`src/design/xcr_pkg.sv`:
```
// ----------------------------------------------------------------------------
// xcr_pkg
// types, codes and helpers shared by the xmodem checksum receiver modules
// ----------------------------------------------------------------------------
package xcr_pkg;

  localparam int unsigned PAYLOAD_BYTES = 128;
  localparam int unsigned POS_W = $clog2(PAYLOAD_BYTES + 4);
  localparam logic [POS_W-1:0] POS_CSUM = POS_W'(PAYLOAD_BYTES + 3);

  localparam int unsigned MAX_RES = 3;
  localparam int unsigned RES_IDX_W = 2;

  localparam logic [7:0] CH_SOH = 8'h01;
  localparam logic [7:0] CH_EOT = 8'h04;
  localparam logic [7:0] CH_ACK = 8'h06;
  localparam logic [7:0] CH_NAK = 8'h15;
  localparam logic [7:0] NUM_PAIR_SUM = 8'hff;

  localparam logic [3:0] BAD_STARTS_RESET = 4'd5;
  localparam logic [7:0] FIRST_NUMBER = 8'd1;

  typedef enum logic [1:0] {
    OP_BYTE    = 2'd0,
    OP_TIMEOUT = 2'd1,
    OP_START   = 2'd2,
    OP_NONE    = 2'd3
  } op_t;

  typedef enum logic [1:0] {
    KIND_REPLY   = 2'd0,
    KIND_PAYLOAD = 2'd1,
    KIND_END     = 2'd2,
    KIND_UNUSED  = 2'd3
  } kind_t;

  typedef enum logic [1:0] {
    END_NONE     = 2'd0,
    END_COMPLETE = 2'd1,
    END_BAD_STARTS = 2'd2,
    END_TIMEOUT  = 2'd3
  } end_code_t;

  typedef struct packed {
    kind_t       kind;
    logic [7:0]  value;
    logic        packet_good;
    end_code_t   end_code;
    logic [15:0] packets_ok;
    logic        last;
  } result_t;

  typedef struct packed {
    logic [RES_IDX_W-1:0] count;
    result_t [MAX_RES-1:0] res;
  } bundle_t;

  function automatic result_t make_result(kind_t kind, logic [7:0] value, logic good,
                                          end_code_t code, logic [15:0] pok,
                                          logic last);
    result_t r;
    r.kind        = kind;
    r.value       = value;
    r.packet_good = good;
    r.end_code    = code;
    r.packets_ok  = pok;
    r.last        = last;
    return r;
  endfunction

endpackage

```
`src/design/xcr_core.sv`:
```
// ----------------------------------------------------------------------------
// xcr_core
// input register and protocol state; turns one event into a group of results
// ----------------------------------------------------------------------------
module xcr_core (
  input  logic             clk,
  input  logic             rst,
  input  logic             cfg_we,
  input  logic [3:0]       cfg_wdata,
  input  logic             in_tvalid,
  output logic             in_tready,
  input  logic [1:0]       in_op,
  input  logic [7:0]       in_byte,
  input  logic             push_ready,
  output logic             push,
  output xcr_pkg::bundle_t push_bundle
);

  logic                      item_valid;
  xcr_pkg::op_t              item_op;
  logic [7:0]                item_byte;
  logic                      take;

  logic [3:0]                max_bad_starts;
  logic                      session_active, session_active_next;
  logic [xcr_pkg::POS_W-1:0] byte_position, byte_position_next;
  logic [7:0]                expected_number, expected_number_next;
  logic [7:0]                received_number, received_number_next;
  logic                      number_pair_ok, number_pair_ok_next;
  logic [7:0]                running_sum, running_sum_next;
  logic [3:0]                bad_start_count, bad_start_count_next;
  logic [15:0]               accepted_count, accepted_count_next;
  logic                      good;
  xcr_pkg::bundle_t          bundle;

  assign take      = item_valid && push_ready;
  assign in_tready = !item_valid || take;
  assign push      = take && (bundle.count != '0);
  assign push_bundle = bundle;

  always_ff @(posedge clk) begin
    if (rst) begin
      item_valid <= 1'b0;
    end else if (in_tready) begin
      item_valid <= in_tvalid;
    end
    if (in_tready && in_tvalid) begin
      item_op   <= xcr_pkg::op_t'(in_op);
      item_byte <= in_byte;
    end
  end

  always_comb begin
    session_active_next  = session_active;
    byte_position_next   = byte_position;
    expected_number_next = expected_number;
    received_number_next = received_number;
    number_pair_ok_next  = number_pair_ok;
    running_sum_next     = running_sum;
    bad_start_count_next = bad_start_count;
    accepted_count_next  = accepted_count;
    good                 = (received_number == expected_number) && number_pair_ok &&
                           (running_sum == item_byte);
    bundle               = '0;

    unique case (item_op)
      xcr_pkg::OP_START: begin
        session_active_next  = 1'b1;
        byte_position_next   = '0;
        expected_number_next = xcr_pkg::FIRST_NUMBER;
        received_number_next = '0;
        number_pair_ok_next  = 1'b0;
        running_sum_next     = '0;
        bad_start_count_next = '0;
        accepted_count_next  = '0;
        bundle.count  = 2'd1;
        bundle.res[0] = xcr_pkg::make_result(xcr_pkg::KIND_REPLY, xcr_pkg::CH_NAK, 1'b0,
                                             xcr_pkg::END_NONE, '0, 1'b1);
      end
      xcr_pkg::OP_TIMEOUT: begin
        if (session_active) begin
          session_active_next = 1'b0;
          byte_position_next  = '0;
          bundle.count  = 2'd1;
          bundle.res[0] = xcr_pkg::make_result(xcr_pkg::KIND_END, 8'h00, 1'b0,
                                               xcr_pkg::END_TIMEOUT, accepted_count, 1'b1);
        end
      end
      xcr_pkg::OP_BYTE: begin
        if (session_active) begin
          if (byte_position == '0) begin
            if (item_byte == xcr_pkg::CH_SOH) begin
              byte_position_next = xcr_pkg::POS_W'(1);
              running_sum_next   = '0;
            end else if (item_byte == xcr_pkg::CH_EOT) begin
              session_active_next = 1'b0;
              bundle.count  = 2'd3;
              bundle.res[0] = xcr_pkg::make_result(xcr_pkg::KIND_REPLY, xcr_pkg::CH_ACK,
                                1'b0, xcr_pkg::END_NONE, accepted_count, 1'b0);
              bundle.res[1] = xcr_pkg::make_result(xcr_pkg::KIND_REPLY, xcr_pkg::CH_ACK,
                                1'b0, xcr_pkg::END_NONE, accepted_count, 1'b0);
              bundle.res[2] = xcr_pkg::make_result(xcr_pkg::KIND_END, 8'h00,
                                1'b0, xcr_pkg::END_COMPLETE, accepted_count, 1'b1);
            end else begin
              bad_start_count_next = bad_start_count + 4'd1;
              bundle.count = 2'd1;
              if (bad_start_count_next >= max_bad_starts) begin
                session_active_next = 1'b0;
                bundle.res[0] = xcr_pkg::make_result(xcr_pkg::KIND_END, 8'h00, 1'b0,
                                  xcr_pkg::END_BAD_STARTS, accepted_count, 1'b1);
              end else begin
                bundle.res[0] = xcr_pkg::make_result(xcr_pkg::KIND_REPLY, xcr_pkg::CH_NAK,
                                  1'b0, xcr_pkg::END_NONE, accepted_count, 1'b1);
              end
            end
          end else if (byte_position == xcr_pkg::POS_W'(1)) begin
            received_number_next = item_byte;
            byte_position_next   = xcr_pkg::POS_W'(2);
          end else if (byte_position == xcr_pkg::POS_W'(2)) begin
            number_pair_ok_next = (received_number + item_byte) == xcr_pkg::NUM_PAIR_SUM &&
                                  !(9'(received_number) + 9'(item_byte) > 9'h0ff);
            byte_position_next  = xcr_pkg::POS_W'(3);
          end else if (byte_position < xcr_pkg::POS_CSUM) begin
            running_sum_next   = running_sum + item_byte;
            byte_position_next = byte_position + xcr_pkg::POS_W'(1);
            bundle.count  = 2'd1;
            bundle.res[0] = xcr_pkg::make_result(xcr_pkg::KIND_PAYLOAD, item_byte, 1'b0,
                                                 xcr_pkg::END_NONE, accepted_count, 1'b1);
          end else begin
            byte_position_next = '0;
            bundle.count = 2'd1;
            if (good) begin
              expected_number_next = expected_number + 8'd1;
              accepted_count_next  = accepted_count + 16'd1;
              bundle.res[0] = xcr_pkg::make_result(xcr_pkg::KIND_REPLY, xcr_pkg::CH_ACK,
                                1'b1, xcr_pkg::END_NONE, accepted_count_next, 1'b1);
            end else begin
              bundle.res[0] = xcr_pkg::make_result(xcr_pkg::KIND_REPLY, xcr_pkg::CH_NAK,
                                1'b0, xcr_pkg::END_NONE, accepted_count, 1'b1);
            end
          end
        end
      end
      default: begin
      end
    endcase
  end

  always_ff @(posedge clk) begin
    if (rst) begin
      max_bad_starts  <= xcr_pkg::BAD_STARTS_RESET;
      session_active  <= 1'b0;
      byte_position   <= '0;
      expected_number <= xcr_pkg::FIRST_NUMBER;
      received_number <= '0;
      number_pair_ok  <= 1'b0;
      running_sum     <= '0;
      bad_start_count <= '0;
      accepted_count  <= '0;
    end else begin
      if (cfg_we) begin
        max_bad_starts <= cfg_wdata;
      end
      if (take) begin
        session_active  <= session_active_next;
        byte_position   <= byte_position_next;
        expected_number <= expected_number_next;
        received_number <= received_number_next;
        number_pair_ok  <= number_pair_ok_next;
        running_sum     <= running_sum_next;
        bad_start_count <= bad_start_count_next;
        accepted_count  <= accepted_count_next;
      end
    end
  end

endmodule

```
`src/design/xcr_out.sv`:
```
// ----------------------------------------------------------------------------
// xcr_out
// two-deep queue of result groups, drained one result per transaction
// ----------------------------------------------------------------------------
module xcr_out (
  input  logic                clk,
  input  logic                rst,
  input  logic                push,
  input  xcr_pkg::bundle_t    push_bundle,
  output logic                push_ready,
  output logic                out_valid,
  input  logic                out_ready,
  output xcr_pkg::result_t    out_res
);

  xcr_pkg::bundle_t                slot [2];
  logic                            wr_ptr;
  logic                            rd_ptr;
  logic [1:0]                      cnt;
  logic [xcr_pkg::RES_IDX_W-1:0]   idx;
  xcr_pkg::bundle_t                head;
  logic                            pop_res;
  logic                            pop_bundle;

  assign head       = slot[rd_ptr];
  assign out_valid  = cnt != 2'd0;
  assign out_res    = head.res[idx];
  assign push_ready = cnt != 2'd2;
  assign pop_res    = out_valid && out_ready;
  assign pop_bundle = pop_res && (idx == head.count - xcr_pkg::RES_IDX_W'(1));

  always_ff @(posedge clk) begin
    if (rst) begin
      wr_ptr <= 1'b0;
      rd_ptr <= 1'b0;
      cnt    <= 2'd0;
      idx    <= '0;
    end else begin
      if (push) begin
        wr_ptr <= !wr_ptr;
      end
      if (pop_bundle) begin
        rd_ptr <= !rd_ptr;
        idx    <= '0;
      end else if (pop_res) begin
        idx <= idx + xcr_pkg::RES_IDX_W'(1);
      end
      if (push && !pop_bundle) begin
        cnt <= cnt + 2'd1;
      end else if (!push && pop_bundle) begin
        cnt <= cnt - 2'd1;
      end
    end
  end

  always_ff @(posedge clk) begin
    if (push) begin
      slot[wr_ptr] <= push_bundle;
    end
  end

endmodule

```
`src/design/xmodem_checksum_receiver.sv`:
```
// an event is held in the input register, then its results wait in the two-deep output queue
// throughput: one event per cycle with the output ready and at most one result per
//   event; an eot gives three results and holds the output for three transactions
// reset: rst is synchronous; the session is closed, counters cleared, max_bad_starts 5
// ----------------------------------------------------------------------------
// xmodem_checksum_receiver
// receiver side of xmodem with an 8-bit checksum, one event per transaction
// ----------------------------------------------------------------------------
module xmodem_checksum_receiver (
  input  logic        clk,
  input  logic        rst,
  input  logic        cfg_we,
  input  logic [3:0]  cfg_wdata,      // max_bad_starts
  input  logic        s_axis_tvalid,
  output logic        s_axis_tready,
  input  logic [7:0]  s_axis_tdata,   // rx_byte
  input  logic [1:0]  s_axis_tuser,   // op
  output logic        m_axis_tvalid,
  input  logic        m_axis_tready,
  output logic [31:0] m_axis_tdata,   // value, packet_good, end_code, packets_ok, zero pad
  output logic [1:0]  m_axis_tuser,   // kind
  output logic        m_axis_tlast
);

  logic             push;
  logic             push_ready;
  xcr_pkg::bundle_t push_bundle;
  xcr_pkg::result_t out_res;

  xcr_core u_core (
    .clk         (clk),
    .rst         (rst),
    .cfg_we      (cfg_we),
    .cfg_wdata   (cfg_wdata),
    .in_tvalid   (s_axis_tvalid),
    .in_tready   (s_axis_tready),
    .in_op       (s_axis_tuser),
    .in_byte     (s_axis_tdata),
    .push_ready  (push_ready),
    .push        (push),
    .push_bundle (push_bundle)
  );

  xcr_out u_out (
    .clk         (clk),
    .rst         (rst),
    .push        (push),
    .push_bundle (push_bundle),
    .push_ready  (push_ready),
    .out_valid   (m_axis_tvalid),
    .out_ready   (m_axis_tready),
    .out_res     (out_res)
  );

  assign m_axis_tdata = {5'd0, out_res.packets_ok, out_res.end_code,
                         out_res.packet_good, out_res.value};
  assign m_axis_tuser = out_res.kind;
  assign m_axis_tlast = out_res.last;

endmodule

```
`config.mk`:
```
export PLATFORM = sky130hd
export DESIGN_NAME = xmodem_checksum_receiver
export DESIGN_NICKNAME = d
export VERILOG_FILES = /design/src/design/xcr_pkg.sv /design/src/design/xcr_core.sv /design/src/design/xcr_out.sv /design/src/design/xmodem_checksum_receiver.sv
export SDC_FILE = /design/constraint.sdc
export NUM_CORES = 1
export LEC_CHECK = 0
export BUFFER_PORTS_ARGS = -buffer_cell sky130_fd_sc_hd__buf_4
export CORE_ASPECT_RATIO = 1.5
export CORE_MARGIN = 2
export CORE_UTILIZATION = 30
export DETAILED_ROUTE_END_ITERATION = 7
export PLACE_DENSITY_LB_ADDON = 0.1
export SLEW_MARGIN = 20
export SYNTH_ARGS = -nofsm -noshare
export SYNTH_HDL_FRONTEND = slang
export SYNTH_SLANG_ARGS = --single-unit
```
`constraint.sdc`:
```
create_clock -name clk -period 13 [get_ports clk]
set_clock_uncertainty 0.2 [all_clocks]
set_input_delay 1.3 -clock clk [delete_from_list [all_inputs] [get_ports clk]]
set_output_delay 1.3 -clock clk [all_outputs]
set_load 0.05 [all_outputs]
```
==> summary.txt <==
Logic synthesis
  – #FFs+latches synth: around 170
  – EDFF count, synth: 106
  – Top cells by area, synth: edfxtp_1 36%, dfxtp_1 15%, mux2i_1 4.1%, ha_1 3.8%, nand2_1 3.2%
  – Yosys top cell area share: 0.356
  – Largest area contributor in the netlist: edfxtp_1
  – Register area share after synthesis: 0.503
  – Predominant post-synthesis flop cell: edfxtp_1
  – Post-synthesis cell type count: 73
  – Synth warn: 0
  – Synth Cell Area: between 8000 and 9000 µm²
  – Syn avg cell area: 10.4 µm²
  – Ys async rst share: 0
  – Post-Synthesis Cells: approximately 860

Placement
  – Area after DPL: between 9000 and 10,000 µm²
  – Port-buffer cells: 50
  – Gp weighted congestion: 0.801
  – Final HPWL from detailed placement: roughly 17,000 µm
  – Dpl ws: between 8 and 9 ns

Timing
  – Setup TNS: 0 ns
  – Final count of pins violating max slew: 0
  – Hold Worst Slack: between 0.2 and 0.3 ns
  – Final period util: 0.342
  – Fmax: 0.225 GHz
  – Final count of negative-setup-slack endpoints: 0
  – Worst-Margin Slew: between 1 and 1.5 ns
  – Fin crit period: ~4.4 ns
  – Worst setup margin: ~8.6 ns
  – Rel. slew slack: 0.311
  – Final hold violations: 0
  – RSZ-0062 raised after global routing: no

Critical path
  – CP required: 11.50 ns
  – Crit path arrival time: ~3 ns
  – Crit Reg-Reg Endpoint: u_out.slot[1][13]$_DFFE_PP_
  – WP buf/inv: 1
  – Crit path launch: u_out.idx[1]$_SDFFE_PP0P_
  – Reg2Reg Launch Point: u_core.item_byte[0]$_DFFE_PP_
  – Crit path to: m_axis_tdata[9]
  – Crit end category: output port
  – Top delay family on crit path: simple AND/OR/NAND/NOR gates
  – Critical path depth: 4
  – FF-to-FF path depth: 8
  – R2R Setup Slk: 9.37 ns
  – Worst-path maximum fanout: 21
  – Crit Path Category: flip-flop to output port
  – Critical-path top delay cell: dfxtp_1
  – Crit path launch type: flip-flop
  – CP peak stage delay: 0.96 ns
  – Worst path cell trace: nand2b_1, or2_2, o21ai_0, buf_4

Clocking
  – CTS tree: done
  – H-Tree Depth: 4
  – Max clock buf depth: 2
  – Worst-path clk slew: about 0.06 ns
  – Worst-Skew Late Latency: approximately 0.45 ns
  – Hold buffer count at CTS: 0
  – Clock sink total: between 150 and 200
  – Cells resized by post-CTS repair: 0
  – Clock root cell: clkbuf_16
  – Post-CTS Setup Repair Bufs: 0
  – CTS buffer count: 17

Floorplanning
  – Initial core utilization: 0.305
  – # IOs: 56
  – Chip width: roughly 150 µm
  – Die ar.: approximately 31,000 µm²
  – Die Ht: about 220 µm
  – CORE AREA: 29,400 µm²
  – Site Rows: slightly below 80

Global route
  – GRT overflow: 0
  – Pin count of the biggest net entering global routing: 49
  – Total GRT Usage: 0.154
  – Vias in the first global route: around 6,400
  – First-pass GRT wire length: roughly 37,000 µm
  – Initial antenna violation count: 0

Power
  – Power Dens Cells: about 120 nW/µm²
  – Max VDD drop: approximately 95 µV
  – P_leak: approximately 3.6 nW
  – Post-layout power: approximately 1.3 mW

Detailed routing
  – Post-route ant nets: 0
  – Detailed Route WL: between 20,000 and 25,000 µm
  – Vias per Instance: 5.00
  – Detailed Route Iter0 Violations: 360
  – DRT Pass-1 Iters: 4
  – Vias: around 6,500
  – DR WL/cell: around 18 µm
  – DRC errors left: 0

Layout
  – Synthesis-to-finish area growth: 14.7%
  – Nets: ~940
  – FILL cells: 2,997
  – Antenna cells: 0
  – Final instance area: 10,300 µm²
  – Share of cells above drive strength 1: 0.154

Flow run
  – Max-capacitance violation count: 0

Hold path
  – Worst hold-check path type: flip-flop to flip-flop

Outcome
  – Status: complete, no violations
## registers in the layout (all words and copies together) (netlist names), 4 cells and up, named ones only
name and cells:
u_core.received_number 8, u_core.byte_position 8, u_out.slot 96, u_core.expected_number 8, u_core.bad_start_count 4, u_core.item_byte 8, u_core.running_sum 8, u_core.accepted_count 16
u_core.max_bad_starts 4
## layout by cell type (no fill, tap or decap), types with 10 or more instances in the layout
| master | synthesis | layout |
|---|---|---|
| o21ai_0 | 48 | 48 |
| a22o_1 | 16 | 16 |
| nor2_1 | 58 | 58 |
| edfxtp_1 | 106 | 106 |
| ha_1 | 27 | 27 |
| mux2_2 | 18 | 18 |
| nor3_1 | 20 | 20 |
| a21oi_1 | 44 | 44 |
| dfxtp_1 | 66 | 65 |
| or3_1 | 10 | 10 |
| mux2i_1 | 37 | 37 |
| nand3_1 | 31 | 31 |
| buf_4 | 6 | 59 |
| inv_1 | 14 | 14 |
| nand4_1 | 11 | 11 |
| nor4_1 | 13 | 12 |
| nand2_1 | 77 | 77 |
| and2_1 | 24 | 23 |
| xor2_1 | 29 | 29 |
| clkbuf_16 | 0 | 17 |
| o22ai_1 | 17 | 17 |
| xnor2_1 | 16 | 16 |
## layout make-up
class / instances / area (µm²) / share of cell area
Clock buffer: 17 / 425 / 0.0414
Tap cell: 395 / 494 / 0.0481
Inverter: 15 / 56.3 / 0.00548
Clock inverter: 15 / 149 / 0.0145
Multi-Input combinational cell: 624 / 4200 / 0.409
Sequential cell: 172 / 4510 / 0.439
Timing Repair Buffer: 59 / 443 / 0.0431
## power breakdown
part / switching (mW) / leakage [nW] / internal, mW
logic: 0.116 / 1.86 / 0.0514
registers: 0.0108 / 1.51 / 0.588
clock network: 0.219 / 0.279 / 0.281
total: 0.346 / 3.65 / 0.921
## stage by stage
stage,instances,utilization
3_5_place_dp,1265,0.330
6_report,1297,0.350
3_3_place_gp,1265,0.330
4_1_cts,1297,0.350
5_1_grt,1297,0.350
2_1_floorplan,861,-
## kinds of logic after synthesis
logic type / count (synthesis) / share of synthesized area
AOI/OAI and AO/OA: 189 / 0.137
muxes: 56 / 0.0657
other: 1 / 0.000419
and+or+nand+nor: 300 / 0.176
buffers and inverters: 65 / 0.0316
DFF: 172 / 0.503
xor gates and xnor gates: 45 / 0.0440
adders and majority gates: 29 / 0.0422
## how the worst min path moves through the flow
stage,start,to,slack [ns],cells after the start
after floorplan,u_core.max_bad_starts[0]$_SDFFE_PP1P_,u_core.max_bad_starts[0]$_SDFFE_PP1P_,0.25,2
after global placement,u_core.running_sum[0]$_SDFFE_PP0P_,u_core.running_sum[0]$_SDFFE_PP0P_,0.27,1
after detailed placement,u_core.running_sum[5]$_SDFFE_PP0P_,u_core.running_sum[5]$_SDFFE_PP0P_,0.27,1
after CTS,u_core.running_sum[5]$_SDFFE_PP0P_,u_core.running_sum[5]$_SDFFE_PP0P_,0.30,1
after global routing,u_core.running_sum[6]$_SDFFE_PP0P_,u_core.running_sum[6]$_SDFFE_PP0P_,0.32,1
final,u_core.max_bad_starts[0]$_SDFFE_PP1P_,u_core.max_bad_starts[0]$_SDFFE_PP1P_,0.29,2
## worst register-to-register path, cell delays in order, from the launching register on
cell,delay (ns)
edfxtp_1,0.65
ha_1,0.34
or4b_4,0.55
nor4_4,0.32
and4_1,0.22
buf_4,0.30
o21ai_1,0.40
o211ai_1,0.25
o31ai_1,0.12
## Yosys cell counts (7+ instances only)
master and n:
edfxtp_1 106, nand2_1 77, dfxtp_1 66, nor2_1 58, o21ai_0 48, a21oi_1 44
mux2i_1 37, nand3_1 31, xor2_1 29, clkbuf_1 28, ha_1 27, and2_1 24
nor3_1 20, mux2_2 18, o22ai_1 17, a22o_1 16, xnor2_1 16, inv_1 14
nor4_1 13, nand4_1 11, or3_1 10, a21o_1 8, buf_1 8, nand2b_1 8
nor2b_1 8, or2_2 8, and3_1 7
## layer usage
layer  global-route usage  up-vias  share of wire
met4               0.0529        0          0.018
li1                     -     3230              -
met2                0.290       87           0.54
met1                0.175     3153           0.42
met5                    0        -              0
met3               0.0271       21          0.021
Note: power is estimated with default switching activity, not from simulation.
